$ cat config.mk
export PLATFORM = sky130hd
export DESIGN_NAME = tcw_queue
export DESIGN_NICKNAME = d
export VERILOG_FILES = /design/src/rtl/tcw_pkg.sv /design/src/rtl/tcw_queue.sv
export SDC_FILE = /design/constraint.sdc
export NUM_CORES = 1
export LEC_CHECK = 0
export ABC_AREA = 0
export BUFFER_PORTS_ARGS = -buffer_cell sky130_fd_sc_hd__buf_2
export CAP_MARGIN = 20
export CORE_MARGIN = 1
export CORE_UTILIZATION = 51
export DETAILED_ROUTE_END_ITERATION = 8
export PLACE_DENSITY = 0.76
export SKIP_CTS_REPAIR_TIMING = 1
export SLEW_MARGIN = 20
export SYNTH_ARGS = -nofsm -noshare
export SYNTH_HDL_FRONTEND = slang
export SYNTH_SLANG_ARGS = --single-unit
$ cat constraint.sdc
create_clock -name i_clk -period 2.3 [get_ports i_clk]
set_input_delay 0.46 -clock i_clk [delete_from_list [all_inputs] [get_ports i_clk]]
set_output_delay 0.46 -clock i_clk [all_outputs]
set_load 0.03 [all_outputs]
$ cat src/rtl/tcw_pkg.sv
// Shared constants, command codes and queue entry type for the text console writer.
package tcw_pkg;

    // Screen geometry
    localparam int COLUMNS    = 80;
    localparam int ROWS       = 25;
    localparam int CELL_COUNT = COLUMNS * ROWS;
    localparam int ADDR_W     = $clog2(CELL_COUNT);

    // Field widths
    localparam int CMD_W  = 2;
    localparam int CHAR_W = 8;
    localparam int COL_W  = 7;
    localparam int ROW_W  = 5;
    localparam int CELL_W = 2 * CHAR_W;

    // Command codes on the input channel
    localparam logic [CMD_W-1:0] CMD_PUT   = 2'd0;
    localparam logic [CMD_W-1:0] CMD_READ  = 2'd1;
    localparam logic [CMD_W-1:0] CMD_CLEAR = 2'd2;

    localparam logic [CHAR_W-1:0] NEWLINE_CODE = 8'd10;
    localparam logic [CHAR_W-1:0] COLOR_RESET  = 8'h0E;

    // Operation kinds after classification
    localparam int KIND_W = 3;
    localparam logic [KIND_W-1:0] OP_PUT     = 3'd0;
    localparam logic [KIND_W-1:0] OP_NEWLINE = 3'd1;
    localparam logic [KIND_W-1:0] OP_READ    = 3'd2;
    localparam logic [KIND_W-1:0] OP_CLEAR   = 3'd3;
    localparam logic [KIND_W-1:0] OP_NOP     = 3'd4;

    // Command queue
    localparam int QDEPTH = 2;
    localparam int QPTR_W = $clog2(QDEPTH);
    localparam int QCNT_W = $clog2(QDEPTH + 1);

    typedef struct packed {
        logic [KIND_W-1:0] kind;
        logic [CHAR_W-1:0] ch;
        logic [ADDR_W-1:0] raddr;
        logic              rd_ok;
    } t_op;

endpackage

$ cat src/rtl/tcw_queue.sv
// Short command queue between the front end and the execution back end.
module tcw_queue
    import tcw_pkg::*;
(
    input  logic i_clk,
    input  logic i_rst_n,
    input  logic i_push,
    input  t_op  i_op,
    output logic o_full,
    output logic o_valid,
    input  logic i_pop,
    output t_op  o_op
);

    t_op              r_mem [QDEPTH];
    logic [QPTR_W-1:0] r_wptr;
    logic [QPTR_W-1:0] r_rptr;
    logic [QCNT_W-1:0] r_count;

    assign o_full  = (r_count == QCNT_W'(QDEPTH));
    assign o_valid = (r_count != '0);
    assign o_op    = r_mem[r_rptr];

    // Entry storage
    always_ff @(posedge i_clk) begin
        if (i_push) begin
            r_mem[r_wptr] <= i_op;
        end
    end

    // Pointers and fill count
    always_ff @(posedge i_clk) begin
        if (!i_rst_n) begin
            r_wptr  <= '0;
            r_rptr  <= '0;
            r_count <= '0;
        end else begin
            if (i_push) begin
                r_wptr <= r_wptr + 1'b1;
            end
            if (i_pop) begin
                r_rptr <= r_rptr + 1'b1;
            end
            if (i_push && !i_pop) begin
                r_count <= r_count + 1'b1;
            end else if (i_pop && !i_push) begin
                r_count <= r_count - 1'b1;
            end
        end
    end

`ifndef SYNTH
    a_no_push_full: assert property (@(posedge i_clk) disable iff (!i_rst_n)
        o_full |-> !i_push)
        else $error("queue written while full");
    a_no_pop_empty: assert property (@(posedge i_clk) disable iff (!i_rst_n)
        i_pop |-> o_valid)
        else $error("queue read while empty");
`endif

endmodule

==> parameters.txt, run 1 <==
Parameter                              Value

Clocking
  H-tree depth    2
  Number of buffers created by CTS    5
  Maximum buffer depth of the clock tree    2
  Clock root cell    sky130_fd_sc_hd__clkbuf_8
  CTS tree    yes
  Sinks on the clock net    51
  Clk slew on worst S/H paths    0.08 ns
  Clock insertion delay at the later pin of the skew report    0.29 ns

Run
  Number of maximum-capacitance constraint violations    0

Cells and area
  Synthesis-to-finish area growth    22.3%
  Share of layout cells above drive strength 1    0.568
  Fin nets    182
  Area of the multi-input gates    379 um^2
  Leading cell types in the layout, fill and taps excluded    sky130_fd_sc_hd__buf_2 (51), sky130_fd_sc_hd__edfxtp_1 (46), sky130_fd_sc_hd__mux2_2 (23)
  Fill cell count    257
  Most frequent standard cell in the layout excluding fill and tap cells    sky130_fd_sc_hd__buf_2
  Register area    1480 um^2
  # diodes    0

Drt
  Detailed Routing Iterations Pass 1    4
  Number of DRC markers in iteration 0    15
  ANT nets after route    0
  Total vias in the final route    997
  Average via count per standard cell    4.96
  DRC    0
  Average wire per cell in the routed design    14.3 um
  Post-detailed-routing wire length    2880 um

Setup path
  Critical path type    flip-flop to output pin
  Master of the slowest instance on the critical path    sky130_fd_sc_hd__mux2_2
  Setup crit end    o_op[20]
  Register-to-register path setup slack    1.22 ns
  Arrival time of the worst setup path    1.37 ns
  Buffers and inverters on the worst path    2
  Worst flop-to-flop path startpoint    r_wptr$_SDFFE_PN0P_
  Number of cells on the critical path    3
  Kind of start point of the critical path    flip-flop
  Critical Path Max Stage Delay    0.36 ns
  Worst endpoint required time    1.84 ns
  Cell class contributing the biggest share of worst-path delay    buffers and inverters
  Setup crit end kind    output pin
  Cell-by-cell trace of the critical path    buf_4 > mux2_2 > buf_2
  Reg2Reg Capture Point    r_mem[0][17]$_DFFE_PP_
  Worst Path Max Fanout    13
  Reg2Reg Depth    2

Placement
  Routability congestion estimate    0.628
  Quantity of I/O buffers inserted on ports    51
  Detailed placer's ending HPWL    1950 um

Timing
  Slew margin rel.    0.786
  Unrepaired setup endpoints after global routing    no
  Worst hold slack    0.353 ns
  Final Cycle Share    0.795
  Number of endpoints failing setup at the final stage    0
  Clk_skew    0.00502 ns
  Max Fclk    0.547 GHz
  Final critical delay including setup and external delays    1.83 ns
  Number of max-slew violations in the final report    0
  Transition time at the pin with the least slew margin    0.321 ns
  Hold violation count in the final report    0
  Total negative setup slack    0 ns

Min path
  Path category of the worst min-delay check    primary input to flip-flop

Logic synthesis
  Netlist area before placement    1880 um^2
  Multiplexer share of the synthesized area    0.138
  Post-Synth Adder-Cell Area    0.00667
  Synthesized area per cell    20.2 um^2
  Sequential-to-total area share from yosys stat    0.789
  Fraction of the mapped netlist area in compound gates    0.0107
  Post-Synth XOR/XNOR Area    0.0140
  Gate count of the mapped netlist    93
  Count of different cell masters after synthesis    16
  Total of flip-flops plus latches after synthesis    51
  Main combinational cell family by area after synthesis    multiplexers
  Simple-gate portion of the synthesized area    0.0313
  YS warnings    0
  Syn Nets    121

Power
  Static leakage power    0.000891 uW
  Power per Cell Area    806 nW/um^2
  Peak VDD IR    0.533 mV

Global route
  Global-route wire length before repair    4700 um
  Total overflow reported by the global router    0
  Maximum number of pins on one net before global-route repair    25
  Initial antenna violation count    0
  GRT Util Overall    0.165
  Via count of the first global-routing pass    1039

Floorplan
  Die outline height    62.7 um
  Initial Utilization    0.545
  Width of the die    62.7 um
  Std cell rows    21
  Core area    3440 um^2
  Count of pins on the block boundary    52
  Area of the die    3930 um^2

Run status
  Status    finished, final reports clean
-- per-stage QoR --
stage	worst slack [ns]	total power [uW]	util	cell area, um^2	std cells
floorplan	0.339	1310	-	1880	93
global placement	0.782	1390	0.643	2210	193
detailed placement	0.774	1400	0.643	2210	193
CTS	0.444	1870	0.667	2300	201
global route	0.385	1930	0.667	2300	201
finish	0.470	1850	0.667	2300	201
-- where the power goes --
group	switching, uW	total (uW)	internal [uW]
combinational	181	298	116
clock	256	469	214
sequential	17.3	1080	1070
-- kinds of logic after synthesis --
family                     Yosys count
DFF                                 51
muxes                               23
and+or+nand+nor                      9
AOI/OAI and AO/OA                    3
xor gates and xnor gates             3
buffers and inverters                3
adders and majority gates            1
-- flip-flops by register name, summed over array words and instances (netlist names), named ones only --
| signal | count |
|---|---|
| r_count | 2 |
| r_wptr | 1 |
| r_mem | 46 |
| r_rptr | 1 |
-- synth_stat cells, drive strengths merged --
master	number	share of area
edfxtp	46	0.74
mux2	23	0.14
dfxtp	5	0.053
and2	4	0.013
buf	2	0.0080
nor2b	2	0.0067
xor2	2	0.0093
a21boi	1	0.0040
and2b	1	0.0047
ha	1	0.0067
inv	1	0.0020
o21a	1	0.0040
o21ai	1	0.0027
or2	1	0.0033
or3	1	0.0033
xnor2	1	0.0047
-- layer usage --
metal,share of wire,track usage
met5,0,0
met1,0.40,0.195
met2,0.54,0.279
met4,0.018,0.0872
met3,0.035,0.0401
-- worst register-to-register path, cell delays in order, from the launching register on --
cell and delay, ns:
sky130_fd_sc_hd__dfxtp_1 0.33, sky130_fd_sc_hd__nor2b_2 0.10, sky130_fd_sc_hd__buf_4 0.31
-- how the worst min path moves through the flow --
stage,endpoint,cells after the start,from,slack (ns)
floorplan,r_count[1]$_SDFFE_PN0P_,2,r_count[1]$_SDFFE_PN0P_,0.46
global placement,r_count[1]$_SDFFE_PN0P_,2,r_count[1]$_SDFFE_PN0P_,0.47
finish,r_mem[0][7]$_DFFE_PP_,1,i_op[7],0.35
global route,r_mem[0][3]$_DFFE_PP_,1,i_op[3],0.34
CTS,r_mem[0][7]$_DFFE_PP_,1,i_op[7],0.34
detailed placement,r_count[1]$_SDFFE_PN0P_,2,r_count[1]$_SDFFE_PN0P_,0.50
-- final cells by class --
class	count	share of cell area
flip-flops and latches	51	0.645
multi-input cells	39	0.165
repair buffers	56	0.128
clock buffers	7	0.0332
well taps	46	0.0251
clock inverters	1	0.00218
inverters	1	0.00163
(Power assumes the default switching activity.)
==> run 2: changes to the inputs <==
CORE_UTILIZATION = 46   (was 51)
PLACE_DENSITY = 0.72   (was 0.76)
clock period = 1.6 ns   (was 2.3 ns; I/O delays follow)
==> parameters.txt, run 2 (same netlist as run 1, synthesis figures left out) <==
Parameter                              Value

Drt
  DR WL met3    159 um
  Max layer used    met4
  Routed length on met1    1260 um
  Total vias in the final route    1010
  Post-detailed-routing wire length    3140 um
  Number of DRC markers in iteration 0    49
  ANT nets after route    0
  Met2 wirelength from detailed routing    1700 um
  Average via count per standard cell    4.90
  Detailed Routing Iterations Pass 1    2
  DRC    0
  Average wire per cell in the routed design    15.3 um

Run status
  Status    finished with violations
  Failing checks    setup timing

Min path
  Hold Path Sink    r_mem[1][14]$_DFFE_PP_
  Worst Min Path Start    i_op[14]
  Worst Hold Depth    1
  Path category of the worst min-delay check    primary input to flip-flop

Placement
  Quantity of I/O buffers inserted on ports    51
  Cell area after placement    2240 um^2
  Routability congestion estimate    0.642
  Detailed placer's ending HPWL    2140 um

Floorplan
  Count of pins on the block boundary    52
  Core area    3800 um^2
  Std cell rows    22
  Width of the die    65.9 um
  Initial Utilization    0.494
  Area of the die    4340 um^2
  Die outline height    65.9 um

Cells and area
  Synthesis-to-finish area growth    38.0%
  # diodes    0
  Leading cell types in the layout, fill and taps excluded    sky130_fd_sc_hd__edfxtp_1 (46), sky130_fd_sc_hd__buf_2 (28), sky130_fd_sc_hd__buf_6 (24)
  Design Area, Final    2590 um^2
  Fin nets    185
  Most frequent standard cell in the layout excluding fill and tap cells    sky130_fd_sc_hd__edfxtp_1
  Max FFs per register    46
  Largest regs    r_mem x46, r_count x2
  Share of layout cells above drive strength 1    0.576
  Register bank with the most flops    r_mem

Power
  Peak VDD IR    0.773 mV
  Power per Cell Area    1090 nW/um^2
  Static leakage power    0.00104 uW
  Total Power Consumption    2820 uW

Setup path
  Register-to-register path setup slack    0.43 ns
  Buffers and inverters on the worst path    2
  Setup crit end kind    output pin
  Cell-by-cell trace of the critical path    clkbuf_16 > mux2_4 > buf_6
  Worst Path Max Fanout    8
  Worst flop-to-flop path startpoint    r_wptr$_SDFFE_PN0P_
  Number of cells on the critical path    3
  Worst endpoint required time    1.28 ns
  Kind of start point of the critical path    flip-flop
  Arrival time of the worst setup path    1.32 ns
  Reg2Reg Capture Point    r_mem[1][1]$_DFFE_PP_
  Critical path type    flip-flop to output pin
  Master of the slowest instance on the critical path    sky130_fd_sc_hd__dfxtp_4
  Reg2Reg Depth    2
  Cell class contributing the biggest share of worst-path delay    flip-flops
  Critical Path Max Stage Delay    0.41 ns

Timing
  Slew margin rel.    0.835
  Number of max-slew violations in the final report    0
  Final critical delay including setup and external delays    1.64 ns
  Total negative setup slack    -0.539 ns
  Max Fclk    0.608 GHz
  Final Cycle Share    1.03
  Clk_skew    0.00913 ns
  Fin worst setup slack    -0.0449 ns
  Transition time at the pin with the least slew margin    0.247 ns
  Hold violation count in the final report    0
  Unrepaired setup endpoints after global routing    yes
  Number of endpoints failing setup at the final stage    17

Clocking
  Sinks on the clock net    51
  Clk slew on worst S/H paths    0.09 ns
  Clock root cell    sky130_fd_sc_hd__clkbuf_8
  Clock insertion delay at the later pin of the skew report    0.29 ns
  CTS tree    yes
  H-tree depth    2
  Number of buffers created by CTS    5
  Maximum buffer depth of the clock tree    2

Global route
  Via count of the first global-routing pass    1032
  Total overflow reported by the global router    0
  Initial antenna violation count    0
  Maximum number of pins on one net before global-route repair    18
  Global-route wire length before repair    4630 um
  GRT Util Overall    0.149

Run
  Number of maximum-capacitance constraint violations    0
## run 2: worst max path at each step
stage | from | slack (ns) | end
after detailed placement | flip-flop | 0.21 | o_op[12]
final | flip-flop | -0.04 | o_op[10]
after CTS | flip-flop | -0.11 | o_op[12]
after global placement | flip-flop | 0.23 | o_op[19]
after global routing | flip-flop | -0.08 | o_op[4]
after floorplan | i_push | 0.22 | r_mem[0][0]$_DFFE_PP_
## run 2: report_power, final
| group | total (uW) | internal [uW] | leakage, uW | switching [uW] |
|---|---|---|---|---|
| logic | 585 | 298 | 0.000527 | 288 |
| clock network | 670 | 299 | 0.0000403 | 371 |
| registers | 1560 | 1530 | 0.000474 | 32.3 |
| total | 2820 | 2130 | 0.00104 | 691 |
## run 2: area by class of cell
cell class                 count  area (um^2)
sequential                    51         1490
fill                         280         1210
timing repair buffer          59          510
multi-input combinational     39          450
clock buffer                   6         72.6
tap                           48         60.1
clock inverter                 2         7.51
inverter                       1         3.75
## run 2: per-layer routing
layer,vias to the layer above,GRT usage
li1,480,-
met1,496,0.165
met2,31,0.274
met3,3,0.0362
met4,0,0.0489
met5,-,0
## run 2: metrics by stage
stage | hold slack, ns | utilization | setup slack (ns) | instances
after global placement | 0.475 | 0.589 | 0.227 | 196
after detailed placement | 0.507 | 0.589 | 0.213 | 196
after floorplan | 0.419 | - | 0.216 | 93
after global routing | 0.205 | 0.682 | -0.0800 | 206
final | 0.213 | 0.682 | -0.0449 | 206
after CTS | 0.207 | 0.610 | -0.109 | 204
## run 2: worst register-to-register path: cells and delay by family (launching register included)
kind / cells / cell delay (ns)
buffers and inverters: 1 / 0.24
DFF: 1 / 0.36
and+or+nand+nor: 1 / 0.28
