$ cat src/rtl/tcw_pkg.sv
// Shared constants, command codes and queue entry type for the text console writer.
package tcw_pkg;

    // Screen geometry
    localparam int COLUMNS    = 80;
    localparam int ROWS       = 25;
    localparam int CELL_COUNT = COLUMNS * ROWS;
    localparam int ADDR_W     = $clog2(CELL_COUNT);

    // Field widths
    localparam int CMD_W  = 2;
    localparam int CHAR_W = 8;
    localparam int COL_W  = 7;
    localparam int ROW_W  = 5;
    localparam int CELL_W = 2 * CHAR_W;

    // Command codes on the input channel
    localparam logic [CMD_W-1:0] CMD_PUT   = 2'd0;
    localparam logic [CMD_W-1:0] CMD_READ  = 2'd1;
    localparam logic [CMD_W-1:0] CMD_CLEAR = 2'd2;

    localparam logic [CHAR_W-1:0] NEWLINE_CODE = 8'd10;
    localparam logic [CHAR_W-1:0] COLOR_RESET  = 8'h0E;

    // Operation kinds after classification
    localparam int KIND_W = 3;
    localparam logic [KIND_W-1:0] OP_PUT     = 3'd0;
    localparam logic [KIND_W-1:0] OP_NEWLINE = 3'd1;
    localparam logic [KIND_W-1:0] OP_READ    = 3'd2;
    localparam logic [KIND_W-1:0] OP_CLEAR   = 3'd3;
    localparam logic [KIND_W-1:0] OP_NOP     = 3'd4;

    // Command queue
    localparam int QDEPTH = 2;
    localparam int QPTR_W = $clog2(QDEPTH);
    localparam int QCNT_W = $clog2(QDEPTH + 1);

    typedef struct packed {
        logic [KIND_W-1:0] kind;
        logic [CHAR_W-1:0] ch;
        logic [ADDR_W-1:0] raddr;
        logic              rd_ok;
    } t_op;

endpackage

$ cat src/rtl/tcw_front.sv
// Front end: accepts command beats and classifies them into queue entries.
module tcw_front
    import tcw_pkg::*;
(
    input  logic              i_in_valid,
    output logic              o_in_stall,
    input  logic [CMD_W-1:0]  i_cmd,
    input  logic [CHAR_W-1:0] i_char_code,
    input  logic [ROW_W-1:0]  i_read_row,
    input  logic [COL_W-1:0]  i_read_col,
    input  logic              i_q_full,
    input  logic              i_init_busy,
    output logic              o_push,
    output t_op               o_op
);

    // Hold off while the queue is full or the store is being cleared after reset
    assign o_in_stall = i_q_full || i_init_busy;
    assign o_push     = i_in_valid && !o_in_stall;

    // Classify the command and precompute the read address
    always_comb begin
        o_op.ch    = i_char_code;
        o_op.raddr = ADDR_W'(ADDR_W'(i_read_row) * ADDR_W'(COLUMNS))
                   + ADDR_W'(i_read_col);
        o_op.rd_ok = (32'(i_read_row) < ROWS) && (32'(i_read_col) < COLUMNS);
        case (i_cmd)
            CMD_PUT: begin
                o_op.kind = (i_char_code == NEWLINE_CODE) ? OP_NEWLINE : OP_PUT;
            end
            CMD_READ:  o_op.kind = OP_READ;
            CMD_CLEAR: o_op.kind = OP_CLEAR;
            default:   o_op.kind = OP_NOP;
        endcase
    end

endmodule

$ cat config.mk
export PLATFORM = sky130hd
export DESIGN_NAME = tcw_front
export DESIGN_NICKNAME = d
export VERILOG_FILES = /design/src/rtl/tcw_pkg.sv /design/src/rtl/tcw_front.sv
export SDC_FILE = /design/constraint.sdc
export NUM_CORES = 1
export LEC_CHECK = 0
export BUFFER_PORTS_ARGS = -buffer_cell sky130_fd_sc_hd__buf_4
export CAP_MARGIN = 20
export CELL_PAD_IN_SITES_DETAIL_PLACEMENT = 0
export CELL_PAD_IN_SITES_GLOBAL_PLACEMENT = 1
export CORE_MARGIN = 3
export CORE_UTILIZATION = 23
export DETAILED_ROUTE_END_ITERATION = 6
export GPL_TIMING_DRIVEN = 0
export PLACE_DENSITY_LB_ADDON = 0.2
export SLEW_MARGIN = 20
export SYNTH_ARGS = -nofsm -noshare
export SYNTH_HDL_FRONTEND = slang
export SYNTH_SLANG_ARGS = --single-unit
$ cat constraint.sdc
create_clock -name vclk -period 2.3
set_input_delay 0.345 -clock vclk [all_inputs]
set_output_delay 0.345 -clock vclk [all_outputs]
set_load 0.02 [all_outputs]
==> results_dict.tcl, run 1 <==
set metrics [dict create \
    seqPwrFrac 0 \
    dpl_cell_area_um2 861 \
    final-setup-viol-count 1 \
    nClkBuffers 0 \
    globalRouteTotalUtil 0.102 \
    dr.pass1.iters 2 \
    drc 0 \
    grt_pass1_vias 529 \
    wl_per_cell_um 10.1 \
    total_power_uw 300 \
    maxCapViolations 0 \
    place_inst 124 \
    cp-end-kind "output port" \
    crit_path_top_delay_cell "fa_2" \
    antenna_left 0 \
    n_antenna_cell 0 \
    status "complete, but fails checks" \
    period_share 1.01 \
    min_to "o_op[1]" \
    yosysUniqueCellTypes 17 \
    routed_wirelength_um 1280 \
    coreArea_um2 1780 \
    synth_compound_area_frac 0.114 \
    grt_remaining_overflow 0 \
    synth_warnings 0 \
    place_ws_ps -215 \
    antenna_found_initial 0 \
    clkPwrFrac 0 \
    p_sw_uw 142 \
    dieArea_um2 2530 \
    hold_class "in -> out" \
    synthCells 53 \
    syn2layout_area_growth_pct 106 \
    postSynthAreaPerCell_um2 8.52 \
    finalNonFillerCells 127 \
    cp-start-kind "input port" \
    grt_pass1_wl_um 2150 \
    worstHoldStart "i_read_col[0]" \
    hold_depth 2 \
    path_cells "buf_8 > ha_4 > ha_4 > fa_2 > nand4_1 > xnor2_2 > xnor2_2 > buf_4" \
    worstPathArrival_ps 1980 \
    die_h_um 50.3 \
    synth.area.top_cells "ha_1 30%, buf_4 20%, fa_1 8.9%" \
    slowest_delay_ps 530 \
    drive_above_1_share 0.696 \
    hold_viol 0 \
    grt_start_max_net_pins 5 \
    netSwitchingFraction 0.474 \
    stdcell_area_um2 930 \
    synth_xor_area_frac 0.136 \
    utilization 0.521 \
    seq_cell_count 0 \
    cp_max_fo 2 \
    die_x_um 50.3 \
    rsz0062_at_grt "true" \
    port_buffers 46 \
    yosys.area_share.simple 0.133 \
    clock.fmax_mhz 429 \
    required_ps 1960 \
    maxSlewViolCount 0 \
    violations "negative setup slack" \
    row_count 15 \
    hpwl_um 1130 \
    synth.net_count 91 \
    place.gp.congestion 0.669 \
    synthAdderAreaFrac 0.393 \
    setup_slack_ps -29.2 \
    power.internal_uw 158 \
    initial_core_util 0.253 \
    tns_ps -29.2 \
    tightest_slew_ps 268 \
    synth_area_um2 452 \
    via_count 529 \
    ios 50 \
    whs_ps 887 \
    comb_power_share 1.000 \
    synth_top_area_frac 0.305 \
    first_iter_violations 2 \
    yosys.area.top_type "ha_1" \
    avgViaCountPerCell 4.17 \
    timing.final.crit_period_ps 2330 \
    muxShareOfSynthArea 0 \
    relSlewSlack 0.819 \
    leakagePower_nw 0.500 \
    synth_top_family_by_area "adder cells" \
    seq_area_frac_synth 0 \
    critPathKind "in -> out" \
    ir_drop_mv 0.162 \
    nNetsFinal 142 \
    powerDensity_nw_per_um2 323 \
    seqCellArea_um2 0 \
]
==> final cells by class <==
type | instances | area (um^2)
Buffer | 12 | 90.1
Multi-Input combinational cell | 38 | 418
Timing Repair Buffer | 49 | 379
Tap cell | 25 | 31.3
Inverter | 3 | 11.3
Fill cell | 170 | 853
==> timing repair <==
action                     CTS  global route
hold buffers                 0             0
setup endpoints to repair    2             2
cloned                       0             0
gates resized for setup      7             1
setup buffers                3             0
pin swaps                    8             2
==> worst max path at each step <==
stage             startpoint        to  slack, ps  cells past startpoint
2_1_floorplan  i_read_row[1]  o_op[11]         40                      7
3_3_place_gp   i_read_row[1]  o_op[11]       -190                      9
3_5_place_dp   i_read_row[1]  o_op[11]       -210                      9
4_1_cts        i_read_row[3]  o_op[11]        -70                      8
5_1_grt        i_read_row[3]  o_op[11]        -80                      8
6_report       i_read_row[3]  o_op[11]        -30                      8
==> routing by layer <==
layer	part of all wire	up-vias	track usage
met4	0	0	0
met5	0	-	0
met2	0.48	30	0.200
met1	0.42	229	0.125
li1	-	270	-
met3	0.10	0	0.00890
==> cell usage after synthesis, drive strengths merged <==
| master | count |
|---|---|
| buf | 12 |
| ha | 11 |
| xnor2 | 4 |
| a21o | 3 |
| inv | 3 |
| xor2 | 3 |
| a21oi | 2 |
| fa | 2 |
| nand2 | 2 |
| nor2 | 2 |
| nor4b | 2 |
| o21ai | 2 |
| and2 | 1 |
| nand4 | 1 |
| nand4b | 1 |
| o311ai | 1 |
| or2 | 1 |
==> power groups by stage <==
stage               logic, mW  clock network (mW)  registers (mW)
finish                  0.300                   0               0
global route            0.327                   0               0
CTS                     0.301                   0               0
detailed placement      0.277                   0               0
global placement        0.277                   0               0
floorplan               0.164                   0               0
==> worst max-delay path: cells and delay by family <==
family | cells | cell delay (ps)
buf+inv | 2 | 250
simple gates | 1 | 140
fa+ha+maj | 3 | 920
xor+xnor | 2 | 320
==> logic make-up after synthesis <==
logic type,Yosys count
AND/OR/NAND/NOR,10
XOR/XNOR,7
adder cells (fa/ha/maj),13
buffers and inverters,15
AO/OA/AOI/OAI,8
==> cells in the final DEF, fill, tap and decap left out, types with 2 or more instances in the layout <==
cell	count
xnor2_1	2
nand2_1	2
nor4b_1	2
a21o_1	3
buf_4	59
ha_4	3
o21ai_0	2
a21oi_1	2
xnor2_2	2
ha_1	7
xor2_1	2
inv_1	3
(Power assumes the default switching activity.)
==> inputs of run 2 (changes only) <==
--- a/config.mk
+++ b/config.mk
@@ -10,7 +10,7 @@
 export CELL_PAD_IN_SITES_DETAIL_PLACEMENT = 0
 export CELL_PAD_IN_SITES_GLOBAL_PLACEMENT = 1
 export CORE_MARGIN = 3
-export CORE_UTILIZATION = 23
+export CORE_UTILIZATION = 25
 export DETAILED_ROUTE_END_ITERATION = 6
 export GPL_TIMING_DRIVEN = 0
 export PLACE_DENSITY_LB_ADDON = 0.2
==> constraint.sdc (replaced) <==
create_clock -name vclk -period 2.8
set_input_delay 0.42 -clock vclk [all_inputs]
set_output_delay 0.42 -clock vclk [all_outputs]
set_load 0.02 [all_outputs]
==> run 2 against run 1 <==
Against the previous run: the run now ends clean; sequential share of layout area is the same; sequential cell count is the same; die area is 7.1% lower; first-iteration DRC count grew to 2.5 times the previous value; combinational power shrank 26%; final cell count is 3.1% lower.
==> results_dict.tcl, run 2 (synthesis gave the netlist of run 1 again) <==
set metrics [dict create \
    dpl_cell_area_um2 827 \
    path_cells "buf_4 > ha_1 > ha_1 > fa_2 > xor2_2 > nand4_1 > xnor2_1 > xnor2_1 > buf_4" \
    timing.final.crit_period_ps 2690 \
    stdcell_area_um2 837 \
    cp_max_fo 4 \
    crit_path_top_delay_cell "fa_2" \
    final_cell_mix "58 x buf_4, 11 x ha_1, 4 x xnor2_1" \
    post_cts_buffers 0 \
    drive_above_1_share 0.616 \
    crit_family "adder cells" \
    cp-end-kind "output port" \
    ios 50 \
    maxCapViolations 0 \
    tightest_slew_ps 320 \
    nNetsFinal 139 \
    fillCellCount 165 \
    place.gp.congestion 0.745 \
    dr.pass1.iters 4 \
    critPathKind "in -> out" \
    initial_core_util 0.283 \
    nClkBuffers 0 \
    avgViaCountPerCell 4.11 \
    relSlewSlack 0.784 \
    dieArea_um2 2350 \
    holdBufCountCts 0 \
    syn2layout_area_growth_pct 85.3 \
    whs_ps 1040 \
    seq_cell_count 0 \
    setup_slack_ps 112 \
    die_x_um 48.5 \
    min_to "o_op[2]" \
    grt_pass1_vias 507 \
    post_cts_resized 0 \
    die_h_um 48.5 \
    layout_commonest_cell "buf_4" \
    slowest_delay_ps 360 \
    required_ps 2380 \
    ir_drop_mv 0.144 \
    port_buffers 46 \
    tns_ps 0 \
    n_antenna_cell 0 \
    period_share 0.960 \
    finalNonFillerCells 123 \
    place_inst 123 \
    hold_viol 0 \
    grt_pass1_wl_um 2130 \
    globalRouteTotalUtil 0.104 \
    coreArea_um2 1590 \
    seqCellArea_um2 0 \
    routed_wirelength_um 1250 \
    worstPathArrival_ps 2270 \
    final-setup-viol-count 0 \
    grt_remaining_overflow 0 \
    hpwl_um 1160 \
    crit_buf_inv 2 \
    antenna_found_initial 0 \
    worstHoldStart "i_read_col[1]" \
    rsz0062_at_grt "false" \
    antenna_left 0 \
    total_power_uw 221 \
    grt_start_max_net_pins 5 \
    place_ws_ps 28.6 \
    first_iter_violations 5 \
    utilization 0.525 \
    drc 0 \
    status "completed" \
    row_count 14 \
    hold_depth 2 \
    via_count 505 \
    cp-start-kind "input port" \
    powerDensity_nw_per_um2 263 \
    clock.fmax_mhz 372 \
    hold_class "in -> out" \
    wl_per_cell_um 10.2 \
    leakagePower_nw 0.473 \
    maxSlewViolCount 0 \
]
## run 2: layout make-up
cell class	count	area, um^2	share of cell area
plain buffers	12	90.1	0.108
repair buffers	46	345	0.413
multi-input cells	38	360	0.430
inverters	3	11.3	0.0135
well taps	24	30.0	0.0359
## run 2: worst max-delay path by stage
stage | endpoint | from | slack (ps) | cells past startpoint
detailed placement | o_op[11] | i_read_row[1] | 30 | 9
global placement | o_op[11] | i_read_row[1] | 70 | 9
finish | o_op[11] | i_read_row[1] | 110 | 9
floorplan | o_op[11] | i_read_row[1] | 250 | 7
global route | o_op[11] | i_read_row[1] | 8 | 9
CTS | o_op[11] | i_read_row[1] | 40 | 9
## run 2: per-layer routing
metal | track usage | vias up | part of all wire
met1 | 0.119 | 210 | 0.38
met3 | 0.0184 | 0 | 0.12
li1 | - | 265 | -
met2 | 0.211 | 30 | 0.50
met4 | 0 | 0 | 0
met5 | 0 | - | 0
## run 2: report_power, final
| group | internal (mW) | switching, mW | leakage (nW) |
|---|---|---|---|
| Sequential | 0 | 0 | 0 |
| Combinational | 0.111 | 0.109 | 0.473 |
| Clock | 0 | 0 | 0 |
| Total | 0.111 | 0.109 | 0.473 |
==> inputs of run 3 (changes only) <==
--- a/config.mk
+++ b/config.mk
@@ -10,7 +10,7 @@
 export CELL_PAD_IN_SITES_DETAIL_PLACEMENT = 0
 export CELL_PAD_IN_SITES_GLOBAL_PLACEMENT = 1
 export CORE_MARGIN = 3
-export CORE_UTILIZATION = 25
+export CORE_UTILIZATION = 23
 export DETAILED_ROUTE_END_ITERATION = 6
 export GPL_TIMING_DRIVEN = 0
 export PLACE_DENSITY_LB_ADDON = 0.2
==> constraint.sdc (replaced) <==
create_clock -name vclk -period 2.6
set_input_delay 0.39 -clock vclk [all_inputs]
set_output_delay 0.39 -clock vclk [all_outputs]
set_load 0.02 [all_outputs]
==> run 3 against run 2 <==
Against the previous run: utilization down 2.5 points; first-iteration DRC count down 100%; total power is 17% higher; count of clock-buffer cells in the layout stayed put; via count is 6.9% higher; worst setup slack worse by 8.1 ps; wire length shrank 1.5%; hold slack got worse by 60 ps; final area increased by 6.4%.
==> results_dict.tcl, run 3 (synthesis gave the netlist of run 1 again) <==
set metrics [dict create \
    first_iter_violations 0 \
    period_share 0.960 \
    dr.pass1.iters 1 \
    avgViaCountPerCell 4.19 \
    status "completed" \
    powerDensity_nw_per_um2 290 \
    place.gp.congestion 0.701 \
    hpwl_um 1120 \
    dpl_cell_area_um2 828 \
    tightest_slew_ps 313 \
    nNetsFinal 144 \
    n_antenna_cell 0 \
    path_cells "buf_4 > ha_4 > ha_2 > fa_2 > xor2_2 > nand4_1 > xnor2_1 > xnor2_1 > buf_4" \
    worstHoldStart "i_read_col[3]" \
    port_buffers 46 \
    finalNonFillerCells 129 \
    crit_family "adder cells" \
    grt_start_max_net_pins 5 \
    seq_cell_count 0 \
    hold_class "in -> out" \
    cp-end-kind "output port" \
    timing.final.crit_period_ps 2500 \
    globalRouteTotalUtil 0.0999 \
    coreArea_um2 1780 \
    die_x_um 50.3 \
    ios 50 \
    tns_ps 0 \
    multiInputGateArea_um2 375 \
    critPathKind "in -> out" \
    drive_above_1_share 0.654 \
    grt_pass1_wl_um 2130 \
    relSlewSlack 0.788 \
    fillCellCount 180 \
    via_count 540 \
    cp-start-kind "input port" \
    place_ws_ps -117 \
    syn2layout_area_growth_pct 97.2 \
    clock.fmax_mhz 401 \
    leakagePower_nw 0.495 \
    grt_pass1_vias 536 \
    required_ps 2210 \
    final-setup-viol-count 0 \
    row_count 15 \
    antenna_left 0 \
    seqCellArea_um2 0 \
    hold_depth 2 \
    layout_commonest_cell "buf_4" \
    utilization 0.500 \
    holdBufCountCts 0 \
    dieArea_um2 2530 \
    drc 0 \
    grt_remaining_overflow 0 \
    nClkBuffers 0 \
    stdcell_area_um2 891 \
    final_cell_mix "63 x buf_4, 9 x ha_1, 4 x xnor2_1" \
    worstPathArrival_ps 2110 \
    routed_wirelength_um 1240 \
    crit_start "i_read_row[1]" \
    min_to "o_op[4]" \
    ir_drop_mv 0.146 \
    maxCapViolations 0 \
    wl_per_cell_um 9.57 \
    maxSlewViolCount 0 \
    die_h_um 50.3 \
    slowest_delay_ps 370 \
    place_inst 124 \
    cp_max_fo 4 \
    crit_buf_inv 2 \
    antenna_found_initial 0 \
    setup_slack_ps 104 \
    initial_core_util 0.253 \
    crit_path_top_delay_cell "fa_2" \
    hold_viol 0 \
]
==> run 3: layout make-up <==
class                      instances  area share
buffer                            12       0.101
tap                               25      0.0351
multi-input combinational         38       0.421
inverter                           3      0.0126
timing repair buffer              51       0.430
==> run 3: per-stage QoR <==
step / hold WS (ps) / power, mW
3_3_place_gp: 979 / 0.235
5_1_grt: 985 / 0.283
4_1_cts: 979 / 0.253
2_1_floorplan: 893 / 0.137
6_report: 977 / 0.258
3_5_place_dp: 979 / 0.236
==> run 3: power by group <==
part	total, mW	internal [mW]	leakage, nW	switching (mW)
registers	0	0	0	0
logic	0.258	0.136	0.495	0.122
clock network	0	0	0	0
total	0.258	0.136	0.495	0.122
==> run 3: worst max-delay path by stage <==
| stage | end | slack (ps) | cells after the start |
|---|---|---|---|
| after floorplan | o_op[11] | 110 | 7 |
| after global placement | o_op[11] | -80 | 9 |
| after detailed placement | o_op[11] | -120 | 9 |
| after CTS | o_op[11] | 60 | 8 |
| after global routing | o_op[11] | -20 | 9 |
| final | o_op[11] | 100 | 9 |
==> run 3: layer usage <==
metal	vias up	wire length, um	global-route usage
met3	0	115	0.00593
met4	0	0	0
li1	275	-	-
met5	-	0	0
met1	239	487	0.127
met2	26	633	0.193
==> run 3: repair_timing <==
action                     in CTS  in global routing
pin swaps                       6                  5
buffers inserted                3                  2
gates resized for setup         4                  0
setup endpoints to repair       1                  1
gates cloned                    0                  0
